## src/sv/assert_macros.svh

```systemverilog
// Assertion helpers used by the RTL controller.
`ifndef ASSERT_MACROS_SVH
`define ASSERT_MACROS_SVH

// Same-cycle implication, checked on the rising edge outside reset.
`define ASSERT_SAME(lbl, clk, rstn, ante, cons, msg) \
    lbl: assert property (@(posedge clk) disable iff (!rstn) (ante) |-> (cons)) \
        else $error(msg);

// Next-cycle implication, checked on the rising edge outside reset.
`define ASSERT_NEXT(lbl, clk, rstn, ante, cons, msg) \
    lbl: assert property (@(posedge clk) disable iff (!rstn) (ante) |=> (cons)) \
        else $error(msg);

`endif

```

## src/sv/dssvf_pkg.sv

```systemverilog
package dssvf_pkg;

    // Coefficient formats: unsigned, freq and drive Q1.16, damp Q2.16
    localparam int COEF_FRAC  = 16;
    localparam int FREQ_W     = 17;
    localparam int DAMP_W     = 18;
    localparam int DRIVE_W    = 17;

    // Configuration port
    localparam int CFG_IDX_W  = 2;
    localparam int CFG_DATA_W = 18;

    localparam logic [CFG_IDX_W-1:0] REG_FREQ  = 2'd0;
    localparam logic [CFG_IDX_W-1:0] REG_DAMP  = 2'd1;
    localparam logic [CFG_IDX_W-1:0] REG_DRIVE = 2'd2;

    localparam logic [FREQ_W-1:0]  FREQ_RESET  = 17'd16384;
    localparam logic [DAMP_W-1:0]  DAMP_RESET  = 18'd0;
    localparam logic [DRIVE_W-1:0] DRIVE_RESET = 17'd16384;

    // Multiplier operations
    localparam int OP_W = 3;
    localparam logic [OP_W-1:0] OP_NONE    = 3'd0;
    localparam logic [OP_W-1:0] OP_B_B     = 3'd1;  // band * band   -> square
    localparam logic [OP_W-1:0] OP_DAMP_B  = 3'd2;  // damp * band   -> notch
    localparam logic [OP_W-1:0] OP_SQ_B    = 3'd3;  // square * band -> cube
    localparam logic [OP_W-1:0] OP_FREQ_B  = 3'd4;  // freq * band   -> low
    localparam logic [OP_W-1:0] OP_DRIVE_C = 3'd5;  // drive * cube  -> cubic term
    localparam logic [OP_W-1:0] OP_FREQ_H  = 3'd6;  // freq * high   -> band

    typedef struct packed {
        logic [FREQ_W-1:0]  freq;
        logic [DAMP_W-1:0]  damp;
        logic [DRIVE_W-1:0] drive;
    } coef_t;

    typedef struct packed {
        logic            issue_en;
        logic [OP_W-1:0] issue_op;
        logic            load_in;
        logic            load_high;
        logic            capture;
        logic            load_out;
    } dp_cmd_t;

    typedef struct packed {
        logic out_free;
    } dp_status_t;

endpackage

```

## src/sv/dssvf_regs.sv

```systemverilog
module dssvf_regs
    import dssvf_pkg::*;
(
    input  logic                  clk,
    input  logic                  rst_n,
    input  logic                  cfg_valid,
    output logic                  cfg_ready,
    input  logic [CFG_IDX_W-1:0]  cfg_index,
    input  logic [CFG_DATA_W-1:0] cfg_data,
    output coef_t                 coef
);

    coef_t coef_reg;
    coef_t coef_next;

    assign cfg_ready = 1'b1;
    assign coef      = coef_reg;

    always_comb
    begin
        coef_next = coef_reg;
        if (cfg_valid)
        begin
            case (cfg_index)
                REG_FREQ:  coef_next.freq  = cfg_data[FREQ_W-1:0];
                REG_DAMP:  coef_next.damp  = cfg_data[DAMP_W-1:0];
                REG_DRIVE: coef_next.drive = cfg_data[DRIVE_W-1:0];
                default:   coef_next = coef_reg;  // unmapped index: dropped
            endcase
        end
    end

    always_ff @(posedge clk or negedge rst_n)
    begin
        if (!rst_n)
        begin
            coef_reg.freq  <= FREQ_RESET;
            coef_reg.damp  <= DAMP_RESET;
            coef_reg.drive <= DRIVE_RESET;
        end
        else
        begin
            coef_reg <= coef_next;
        end
    end

endmodule

```

## src/sv/dssvf_ctrl.sv

```systemverilog
`include "assert_macros.svh"

module dssvf_ctrl
    import dssvf_pkg::*;
(
    input  logic       clk,
    input  logic       rst_n,
    input  logic       in_valid,
    output logic       in_stall,
    input  dp_status_t status,
    output dp_cmd_t    cmd
);

    localparam logic [1:0] ST_IDLE   = 2'd0;
    localparam logic [1:0] ST_RUN    = 2'd1;
    localparam logic [1:0] ST_FINISH = 2'd2;

    // Steps of one filter pass; one multiplier issue per step at most
    localparam logic [2:0] STEP_SQ    = 3'd0;
    localparam logic [2:0] STEP_DAMP  = 3'd1;
    localparam logic [2:0] STEP_CUBE  = 3'd2;
    localparam logic [2:0] STEP_LOW   = 3'd3;
    localparam logic [2:0] STEP_DRIVE = 3'd4;
    localparam logic [2:0] STEP_HIGH  = 3'd5;
    localparam logic [2:0] STEP_BAND  = 3'd6;
    localparam logic [2:0] STEP_LAST  = 3'd7;

    logic [1:0] state_reg, state_next;
    logic [2:0] step_reg,  step_next;
    logic       pass_reg,  pass_next;
    logic       take_in;

    always_comb
    begin
        state_next = state_reg;
        step_next  = step_reg;
        pass_next  = pass_reg;
        cmd        = '0;
        take_in    = 1'b0;

        case (state_reg)
            ST_IDLE:
            begin
                take_in = 1'b1;
            end
            ST_RUN:
            begin
                cmd.issue_en = 1'b1;
                case (step_reg)
                    STEP_SQ:
                    begin
                        cmd.issue_op = OP_B_B;
                        cmd.capture  = pass_reg;  // first pass results are settled
                    end
                    STEP_DAMP:  cmd.issue_op = OP_DAMP_B;
                    STEP_CUBE:  cmd.issue_op = OP_SQ_B;
                    STEP_LOW:   cmd.issue_op = OP_FREQ_B;
                    STEP_DRIVE: cmd.issue_op = OP_DRIVE_C;
                    STEP_HIGH:
                    begin
                        cmd.issue_en  = 1'b0;
                        cmd.load_high = 1'b1;
                    end
                    STEP_BAND:  cmd.issue_op = OP_FREQ_H;
                    default:    cmd.issue_en = 1'b0;  // band write-back
                endcase
                step_next = step_reg + 3'd1;
                if (step_reg == STEP_LAST)
                begin
                    if (!pass_reg)
                        pass_next = 1'b1;
                    else
                        state_next = ST_FINISH;
                end
            end
            ST_FINISH:
            begin
                if (status.out_free)
                begin
                    cmd.load_out = 1'b1;
                    take_in      = 1'b1;
                    state_next   = ST_IDLE;
                end
            end
            default:
            begin
                state_next = ST_IDLE;
                step_next  = STEP_SQ;
            end
        endcase

        if (take_in && in_valid)
        begin
            cmd.load_in = 1'b1;
            state_next  = ST_RUN;
            step_next   = STEP_SQ;
            pass_next   = 1'b0;
        end

        in_stall = !take_in;
    end

    always_ff @(posedge clk or negedge rst_n)
    begin
        if (!rst_n)
        begin
            state_reg <= ST_IDLE;
            step_reg  <= STEP_SQ;
            pass_reg  <= 1'b0;
        end
        else
        begin
            state_reg <= state_next;
            step_reg  <= step_next;
            pass_reg  <= pass_next;
        end
    end

    `ASSERT_NEXT(a_finish_holds, clk, rst_n, (state_reg == ST_FINISH) && !status.out_free, state_reg == ST_FINISH, "result lost while output busy")
    `ASSERT_SAME(a_step_idle, clk, rst_n, state_reg != ST_RUN, step_reg == STEP_SQ, "step counter not parked")
    `ASSERT_NEXT(a_accept_starts, clk, rst_n, in_valid && !in_stall, (state_reg == ST_RUN) && (step_reg == STEP_SQ) && !pass_reg, "accepted beat did not start a run")

endmodule

```

## src/sv/dssvf_dp.sv

```systemverilog
module dssvf_dp
    import dssvf_pkg::*;
#(
    parameter int SAMPLE_BITS = 24
)
(
    input  logic                          clk,
    input  logic                          rst_n,
    input  coef_t                         coef,
    input  dp_cmd_t                       cmd,
    output dp_status_t                    status,
    input  logic signed [SAMPLE_BITS-1:0] sample_in,
    input  logic                          last_in_block,
    output logic                          out_valid,
    input  logic                          out_stall,
    output logic signed [SAMPLE_BITS-1:0] lowpass_out,
    output logic signed [SAMPLE_BITS-1:0] highpass_out,
    output logic signed [SAMPLE_BITS-1:0] bandpass_out,
    output logic                          block_end
);

    localparam int S      = SAMPLE_BITS;
    localparam int FRAC_W = S - 1;
    localparam int IW     = S + 4;            // integrators Q5.F
    localparam int NW     = IW + 3;           // notch
    localparam int HW     = IW + 4;           // high
    localparam int SQW    = IW + 5;           // square, never negative
    localparam int CW     = IW + 9;           // cube and cubic term
    localparam int AW     = IW + 8;           // multiplier operand a (magnitude)
    localparam int BW     = (IW > DAMP_W) ? IW : DAMP_W;
    localparam int PW     = AW + BW;
    localparam int RW     = IW + 10;          // shifted signed product

    logic signed [IW-1:0]  low_reg, band_reg;
    logic signed [S-1:0]   x_reg;
    logic                  last_reg;
    logic signed [NW-1:0]  notch_reg;
    logic signed [HW-1:0]  high_reg;
    logic signed [SQW-1:0] sq_reg;
    logic signed [CW-1:0]  cube_reg, p4_reg;
    logic signed [IW-1:0]  low1_reg, band1_reg;
    logic signed [HW-1:0]  high1_reg;

    logic [PW-1:0]         prod_reg;
    logic                  neg_reg, shf_reg;
    logic [OP_W-1:0]       op_reg;
    logic                  wb_reg;

    logic                  out_valid_reg;
    logic signed [S-1:0]   lowpass_reg, highpass_reg, bandpass_reg;
    logic                  block_end_reg;

    logic [IW-1:0]         band_mag;
    logic [HW-1:0]         high_mag;
    logic [CW-1:0]         cube_mag;
    logic [AW-1:0]         mul_a;
    logic [BW-1:0]         mul_b;
    logic                  mul_neg, mul_shf;
    logic [PW-1:0]         prod_next;
    logic [PW-1:0]         shifted;
    logic [RW-1:0]         res_mag;
    logic signed [RW-1:0]  res;
    logic signed [RW:0]    low_sum, band_sum;

    function automatic logic signed [IW-1:0] sat_integ(input logic signed [RW:0] v);
        if (&v[RW:IW-1] || ~|v[RW:IW-1])
            return v[IW-1:0];
        return {v[RW], {(IW-1){~v[RW]}}};
    endfunction

    // (a + b) / 2 toward zero, clamped to the sample width
    function automatic logic signed [S-1:0] avg_sat(input logic signed [HW-1:0] a,
                                                    input logic signed [HW-1:0] b);
        logic [HW:0] sum;
        logic [HW:0] adj;
        logic [HW:0] half;
        sum  = {a[HW-1], a} + {b[HW-1], b};
        adj  = sum + {{HW{1'b0}}, sum[HW]};
        half = {adj[HW], adj[HW:1]};
        if (&half[HW:S-1] || ~|half[HW:S-1])
            return half[S-1:0];
        return {half[HW], {(S-1){~half[HW]}}};
    endfunction

    assign band_mag = band_reg[IW-1] ? (~band_reg + 1'b1) : band_reg;
    assign high_mag = high_reg[HW-1] ? (~high_reg + 1'b1) : high_reg;
    assign cube_mag = cube_reg[CW-1] ? (~cube_reg + 1'b1) : cube_reg;

    // operand select for the shared sign-magnitude multiplier
    always_comb
    begin
        mul_a   = '0;
        mul_b   = '0;
        mul_neg = 1'b0;
        mul_shf = 1'b0;
        case (cmd.issue_op)
            OP_B_B:
            begin
                mul_a   = AW'(band_mag);
                mul_b   = BW'(band_mag);
                mul_shf = 1'b1;
            end
            OP_DAMP_B:
            begin
                mul_a   = AW'(band_mag);
                mul_b   = BW'(coef.damp);
                mul_neg = band_reg[IW-1];
            end
            OP_SQ_B:
            begin
                mul_a   = AW'(sq_reg[IW+3:0]);
                mul_b   = BW'(band_mag);
                mul_neg = band_reg[IW-1];
                mul_shf = 1'b1;
            end
            OP_FREQ_B:
            begin
                mul_a   = AW'(band_mag);
                mul_b   = BW'(coef.freq);
                mul_neg = band_reg[IW-1];
            end
            OP_DRIVE_C:
            begin
                mul_a   = cube_mag[AW-1:0];
                mul_b   = BW'(coef.drive);
                mul_neg = cube_reg[CW-1];
            end
            OP_FREQ_H:
            begin
                mul_a   = AW'(high_mag);
                mul_b   = BW'(coef.freq);
                mul_neg = high_reg[HW-1];
            end
            default:
            begin
                mul_a = '0;
            end
        endcase
    end

    assign prod_next = mul_a * mul_b;

    // truncate the magnitude, then restore sign: rounds toward zero
    assign shifted  = shf_reg ? (prod_reg >> FRAC_W) : (prod_reg >> COEF_FRAC);
    assign res_mag  = shifted[RW-1:0];
    assign res      = neg_reg ? -$signed(res_mag) : $signed(res_mag);

    assign low_sum  = {{(RW+1-IW){low_reg[IW-1]}}, low_reg} + {res[RW-1], res};
    assign band_sum = {{(RW+1-IW){band_reg[IW-1]}}, band_reg} + {res[RW-1], res}
                    - {{(RW+1-CW){p4_reg[CW-1]}}, p4_reg};

    assign status.out_free = !out_valid_reg || !out_stall;

    always_ff @(posedge clk or negedge rst_n)
    begin
        if (!rst_n)
        begin
            low_reg       <= '0;
            band_reg      <= '0;
            wb_reg        <= 1'b0;
            out_valid_reg <= 1'b0;
        end
        else
        begin
            wb_reg <= cmd.issue_en;
            if (wb_reg && op_reg == OP_FREQ_B)
                low_reg <= sat_integ(low_sum);
            if (wb_reg && op_reg == OP_FREQ_H)
                band_reg <= sat_integ(band_sum);
            if (cmd.load_out)
                out_valid_reg <= 1'b1;
            else if (!out_stall)
                out_valid_reg <= 1'b0;
        end
    end

    always_ff @(posedge clk)
    begin
        if (cmd.issue_en)
        begin
            prod_reg <= prod_next;
            neg_reg  <= mul_neg;
            shf_reg  <= mul_shf;
            op_reg   <= cmd.issue_op;
        end
        if (cmd.load_in)
        begin
            x_reg    <= sample_in;
            last_reg <= last_in_block;
        end
        if (wb_reg)
        begin
            case (op_reg)
                OP_B_B:     sq_reg    <= res[SQW-1:0];
                OP_DAMP_B:  notch_reg <= {{(NW-S){x_reg[S-1]}}, x_reg} - res[NW-1:0];
                OP_SQ_B:    cube_reg  <= res[CW-1:0];
                OP_DRIVE_C: p4_reg    <= res[CW-1:0];
                default:    sq_reg    <= sq_reg;
            endcase
        end
        if (cmd.load_high)
            high_reg <= {{(HW-NW){notch_reg[NW-1]}}, notch_reg}
                      - {{(HW-IW){low_reg[IW-1]}}, low_reg};
        if (cmd.capture)
        begin
            low1_reg  <= low_reg;
            band1_reg <= band_reg;
            high1_reg <= high_reg;
        end
        if (cmd.load_out)
        begin
            lowpass_reg   <= avg_sat({{(HW-IW){low1_reg[IW-1]}}, low1_reg},
                                     {{(HW-IW){low_reg[IW-1]}}, low_reg});
            highpass_reg  <= avg_sat(high1_reg, high_reg);
            bandpass_reg  <= avg_sat({{(HW-IW){band1_reg[IW-1]}}, band1_reg},
                                     {{(HW-IW){band_reg[IW-1]}}, band_reg});
            block_end_reg <= last_reg;
        end
    end

    assign out_valid    = out_valid_reg;
    assign lowpass_out  = lowpass_reg;
    assign highpass_out = highpass_reg;
    assign bandpass_out = bandpass_reg;
    assign block_end    = block_end_reg;

endmodule

```

## src/sv/double_sampled_state_variable_filter.sv

```systemverilog
// Channel   Handshake               Beat contents
// -------   ---------------------   ----------------------------------------------
// cfg       cfg_valid / cfg_ready   cfg_index (0 freq, 1 damp, 2 drive), cfg_data
// in        in_valid / in_stall     sample_in (Q1.F), last_in_block
// out       out_valid / out_stall   lowpass_out, highpass_out, bandpass_out, block_end
//
// Each sample runs two filter passes of 8 steps each on the single shared
// sign-magnitude multiplier (six products per pass), then the passes are
// averaged into the output register.
// Reset clears both integrators and loads the coefficient defaults.
// A result waits in the output register under out_stall; the next sample is
// taken meanwhile, and its averaging step waits until the register is free.
// cfg_ready is always high; writes belong in idle time between samples.
module double_sampled_state_variable_filter
    import dssvf_pkg::*;
#(
    parameter int SAMPLE_BITS = 24
)
(
    input  logic                          clk,
    input  logic                          rst_n,

    input  logic                          cfg_valid,
    output logic                          cfg_ready,
    input  logic [CFG_IDX_W-1:0]          cfg_index,
    input  logic [CFG_DATA_W-1:0]         cfg_data,

    input  logic                          in_valid,
    output logic                          in_stall,
    input  logic signed [SAMPLE_BITS-1:0] sample_in,
    input  logic                          last_in_block,

    output logic                          out_valid,
    input  logic                          out_stall,
    output logic signed [SAMPLE_BITS-1:0] lowpass_out,
    output logic signed [SAMPLE_BITS-1:0] highpass_out,
    output logic signed [SAMPLE_BITS-1:0] bandpass_out,
    output logic                          block_end
);

    coef_t      coef;
    dp_cmd_t    cmd;
    dp_status_t status;

    // coefficient registers, written by software
    dssvf_regs u_regs (
        .clk       (clk),
        .rst_n     (rst_n),
        .cfg_valid (cfg_valid),
        .cfg_ready (cfg_ready),
        .cfg_index (cfg_index),
        .cfg_data  (cfg_data),
        .coef      (coef)
    );

    // step sequencer: issues at most one multiply per step, two passes per sample
    dssvf_ctrl u_ctrl (
        .clk      (clk),
        .rst_n    (rst_n),
        .in_valid (in_valid),
        .in_stall (in_stall),
        .status   (status),
        .cmd      (cmd)
    );

    // integrators, shared multiplier, averaging and output register
    dssvf_dp #(
        .SAMPLE_BITS (SAMPLE_BITS)
    ) u_dp (
        .clk           (clk),
        .rst_n         (rst_n),
        .coef          (coef),
        .cmd           (cmd),
        .status        (status),
        .sample_in     (sample_in),
        .last_in_block (last_in_block),
        .out_valid     (out_valid),
        .out_stall     (out_stall),
        .lowpass_out   (lowpass_out),
        .highpass_out  (highpass_out),
        .bandpass_out  (bandpass_out),
        .block_end     (block_end)
    );

endmodule

```

## config.mk

```make
export PLATFORM = sky130hd
export DESIGN_NAME = double_sampled_state_variable_filter
export DESIGN_NICKNAME = d
export VERILOG_FILES = /design/src/sv/dssvf_pkg.sv /design/src/sv/dssvf_regs.sv /design/src/sv/dssvf_ctrl.sv /design/src/sv/dssvf_dp.sv /design/src/sv/double_sampled_state_variable_filter.sv
export VERILOG_INCLUDE_DIRS = /design/src /design/src/sv
export SDC_FILE = /design/constraint.sdc
export NUM_CORES = 2
export LEC_CHECK = 0
export ABC_AREA = 0
export BUFFER_PORTS_ARGS = -buffer_cell sky130_fd_sc_hd__buf_2
export CORE_ASPECT_RATIO = 0.9
export CORE_MARGIN = 1
export CORE_UTILIZATION = 66
export DETAILED_ROUTE_END_ITERATION = 6
export PLACE_DENSITY = 0.94
export SYNTH_ARGS = -nofsm -noshare
export SYNTH_HDL_FRONTEND = slang
export SYNTH_SLANG_ARGS = --single-unit
```

## constraint.sdc

```tcl
create_clock -name clk -period 13.9 [get_ports clk]
set_input_delay 2.78 -clock clk [delete_from_list [all_inputs] [get_ports clk]]
set_output_delay 2.78 -clock clk [all_outputs]
set_load 0.005 [all_outputs]
```

==> reports/results.tsv <==
stage	metric	value	unit
layout	max FFs per register	52	
sta	worst rel slew slack	-0.0361	
yosys	post-synthesis sequential area ratio	0.221	
sta	Max Clock Freq	83.9	MHz
route	Remaining DRCs	100	
setup_path	Crit Path Category	flop to flop	
status	status	finished, violations left	
grt	global-route wire length before repair	329000	um
layout	final net count	8810	
floorplan	Starting Density	0.668	
sta	period utilization	0.858	
cts	CTS resizes	0	
floorplan	Die Wd	341	um
yosys	cells after synthesis	7348	
sta	Layout Skew	0.0326	ns
grt	M1 GR Usage	0.523	
setup_path	Critical Path Start	u_ctrl.step_reg[0]	
place	dpl hpwl	162000	um
yosys	Yosys reg bits	521	
cts	Root Driver	clkbuf_16	
route	DRT iter0 DRCs	7686	
route	Antenna Nets Post-Route	0	
hold_path	HP Class	flop to flop	
route	1st-pass router iterations	7	
floorplan	die height	307	um
setup_path	CP most frequent cell	fa_1	
yosys	Area contributors post-synth	fa_1 (27%), edfxtp_1 (18%), ha_1 (7.9%)	
sta	Setup TNS	0	ns
sta	final setup violating endpoints	0	
yosys	syn_area_per_cell	9.27	um2
setup_path	Critical R2R Launch	u_ctrl.step_reg[0]	
yosys	top post-synthesis cells by count	inv_1 (1231), fa_1 (923), nand2_1 (771)	
layout	fill cell count	6965	
floorplan	Ports	126	
sta	unrepaired setup endpoints after global routing	false	
grt	antenna violations before repair	11	
cts	# hold bufs at CTS	0	
sta	Final Hold Fails	0	
setup_path	crit-path leading delay family	adder cells	
grt	met2 usage	0.596	
setup_path	max incr delay on CP	0.92	ns
yosys	most frequent cell after synthesis	inv_1	
grt	grt met3 use	0.157	
setup_path	Worst Setup Start Kind	flop	
setup_path	slowest stage cell, crit path	nor3_4	
sta	min Tclk post-route	11.92	ns
yosys	Yosys top cell area share	0.271	
sta	Pins Over Slew Limit	12	
setup_path	Worst Path Arrival	12.29	ns
yosys	Synth cell types	116	
cts	H-tree Lvls	2	
layout	Layout area overhead	6.30	%
cts	Max clock buf depth	3	
grt	aggregate global-route resource usage	0.412	
place	routability congestion estimate	1.06	
route	WL per Instance	24.2	um
yosys	number of synthesized flops with an enable pin	405	
hold_path	worst min-delay path startpoint	u_dp.last_reg	
status	failing checks	design-rule violations, max-capacitance violations, max-slew violations	
floorplan	placeable core area	102000	um2
yosys	Synth area leader	fa_1	
setup_path	CP required	14.27	ns
cts	CTS buffer count	51	
route	via count	57400	
setup_path	buffers and inverters on the worst path	9	
sta	Worst Tran Pin Value	1.54	ns
setup_path	Setup crit end kind	flop	
flow_run	max_cap viols	3	
route	WL final	213000	um
floorplan	Placement Rows	111	
grt	largest net degree at the start of global routing	79	
cts	clk_lat worst skew	0.65	ns
layout	layout cells sized above 1	0.0764	
yosys	leading register cell type out of synthesis	edfxtp_1	
place	I/O Buffers	124	
yosys	warnings from Yosys	0	
grt	vias in the first global route	58800	
yosys	FFs w/ async S/R, synth	0.223	
route	routed vias/inst	6.52	
setup_path	Max FO, Critical Path	36	
cts	CTS tree	yes	
floorplan	Die ar.	105000	um2
cts	clock-pin slew on the worst setup and hold paths	0.06	ns
grt	GR Overflow Total	0	
cts	clk sinks	521	
yosys	area of the mapped netlist	68200	um2
grt	layer with the highest usage	met2	
cts	post-CTS setup buffers	0	
==> metrics by stage <==
stage	cells	setup WS [ns]	util	hold slack (ns)	area, um2
after detailed placement	8707	2.35	0.693	0.435	70700
after global placement	8707	2.93	0.693	0.401	70700
after global routing	8804	1.41	0.710	0.454	72400
after CTS	8803	2.29	0.709	0.450	72400
after floorplan	7385	4.18	-	0.400	68300
final	8811	1.98	0.710	0.448	72400
==> worst paths after layout <==
path | to | slack, ns | cells past startpoint
worst max-delay path | u_dp.prod_reg[48] | 1.98 | 35
worst min-delay path | u_dp.block_end | 0.45 | 0
worst max register to register | u_dp.prod_reg[48] | 1.98 | 35
worst min register to register | u_dp.block_end | 0.45 | 0
max in group asynchronous | u_regs.coef[19] | 10.24 | 2
min in group asynchronous | u_dp.low_reg[20] | 2.17 | 1
==> layer usage <==
metal / vias to the layer above / share of wire
li1: 24300 / -
met1: 27500 / 0.35
met2: 4427 / 0.42
met3: 1187 / 0.16
met4: 12 / 0.073
met5: - / 0.00098
==> final cells by class <==
cell class,instances,area (um2),area share
inverters,1232,4620,0.0638
flip-flops and latches,521,15100,0.208
clock inverters,23,245,0.00339
clock buffers,73,1450,0.0200
well taps,1356,1700,0.0234
diodes,8,20.0,0.000276
multi-input cells,5343,47700,0.659
repair buffers,255,1610,0.0222
==> layout by cell type (no fill, tap or decap), types with 39 or more instances in the layout <==
master / instances
or3_1: 54
o31ai_1: 61
o21ai_0: 182
dfrtp_1: 114
xor2_1: 192
nand4_1: 39
inv_1: 1231
mux2_2: 58
conb_1: 39
nand2_1: 771
fa_1: 923
buf_2: 123
a21o_1: 146
nand2b_1: 53
xnor2_1: 211
clkbuf_16: 52
nor2_1: 684
o21a_1: 71
edfxtp_1: 405
ha_1: 433
a21oi_1: 310
buf_4: 132
mux2i_1: 45
and3_1: 42
nor4_1: 52
nor3_1: 124
and2_1: 81
nor2b_1: 44
nand3_1: 80
==> worst register-to-register path, delay by kind of cell, from the launching register on <==
family          cells  cell delay (ns)
flops               1             0.47
compound gates      8             2.53
simple gates        8             2.60
buf+inv             9             1.68
xor+xnor            1             0.14
fa+ha+maj           9             4.22
==> cells by family (layout without fill, tap and decap cells) <==
| kind of cell | after synthesis | in the layout | synth area share |
|---|---|---|---|
| AO/OA/AOI/OAI | 1255 | 1255 | 0.127 |
| XOR/XNOR | 408 | 408 | 0.0533 |
| adder cells (fa/ha/maj) | 1356 | 1356 | 0.351 |
| buffers and inverters | 1521 | 1583 | 0.0850 |
| flip-flops | 521 | 521 | 0.221 |
| multiplexers | 103 | 103 | 0.0162 |
| other | 2 | 47 | 0.000110 |
| AND/OR/NAND/NOR | 2182 | 2182 | 0.147 |
Power is left out: the tool's default activity adds up to more than one toggle a clock period on the data nets, which glitch-free logic cannot reach.
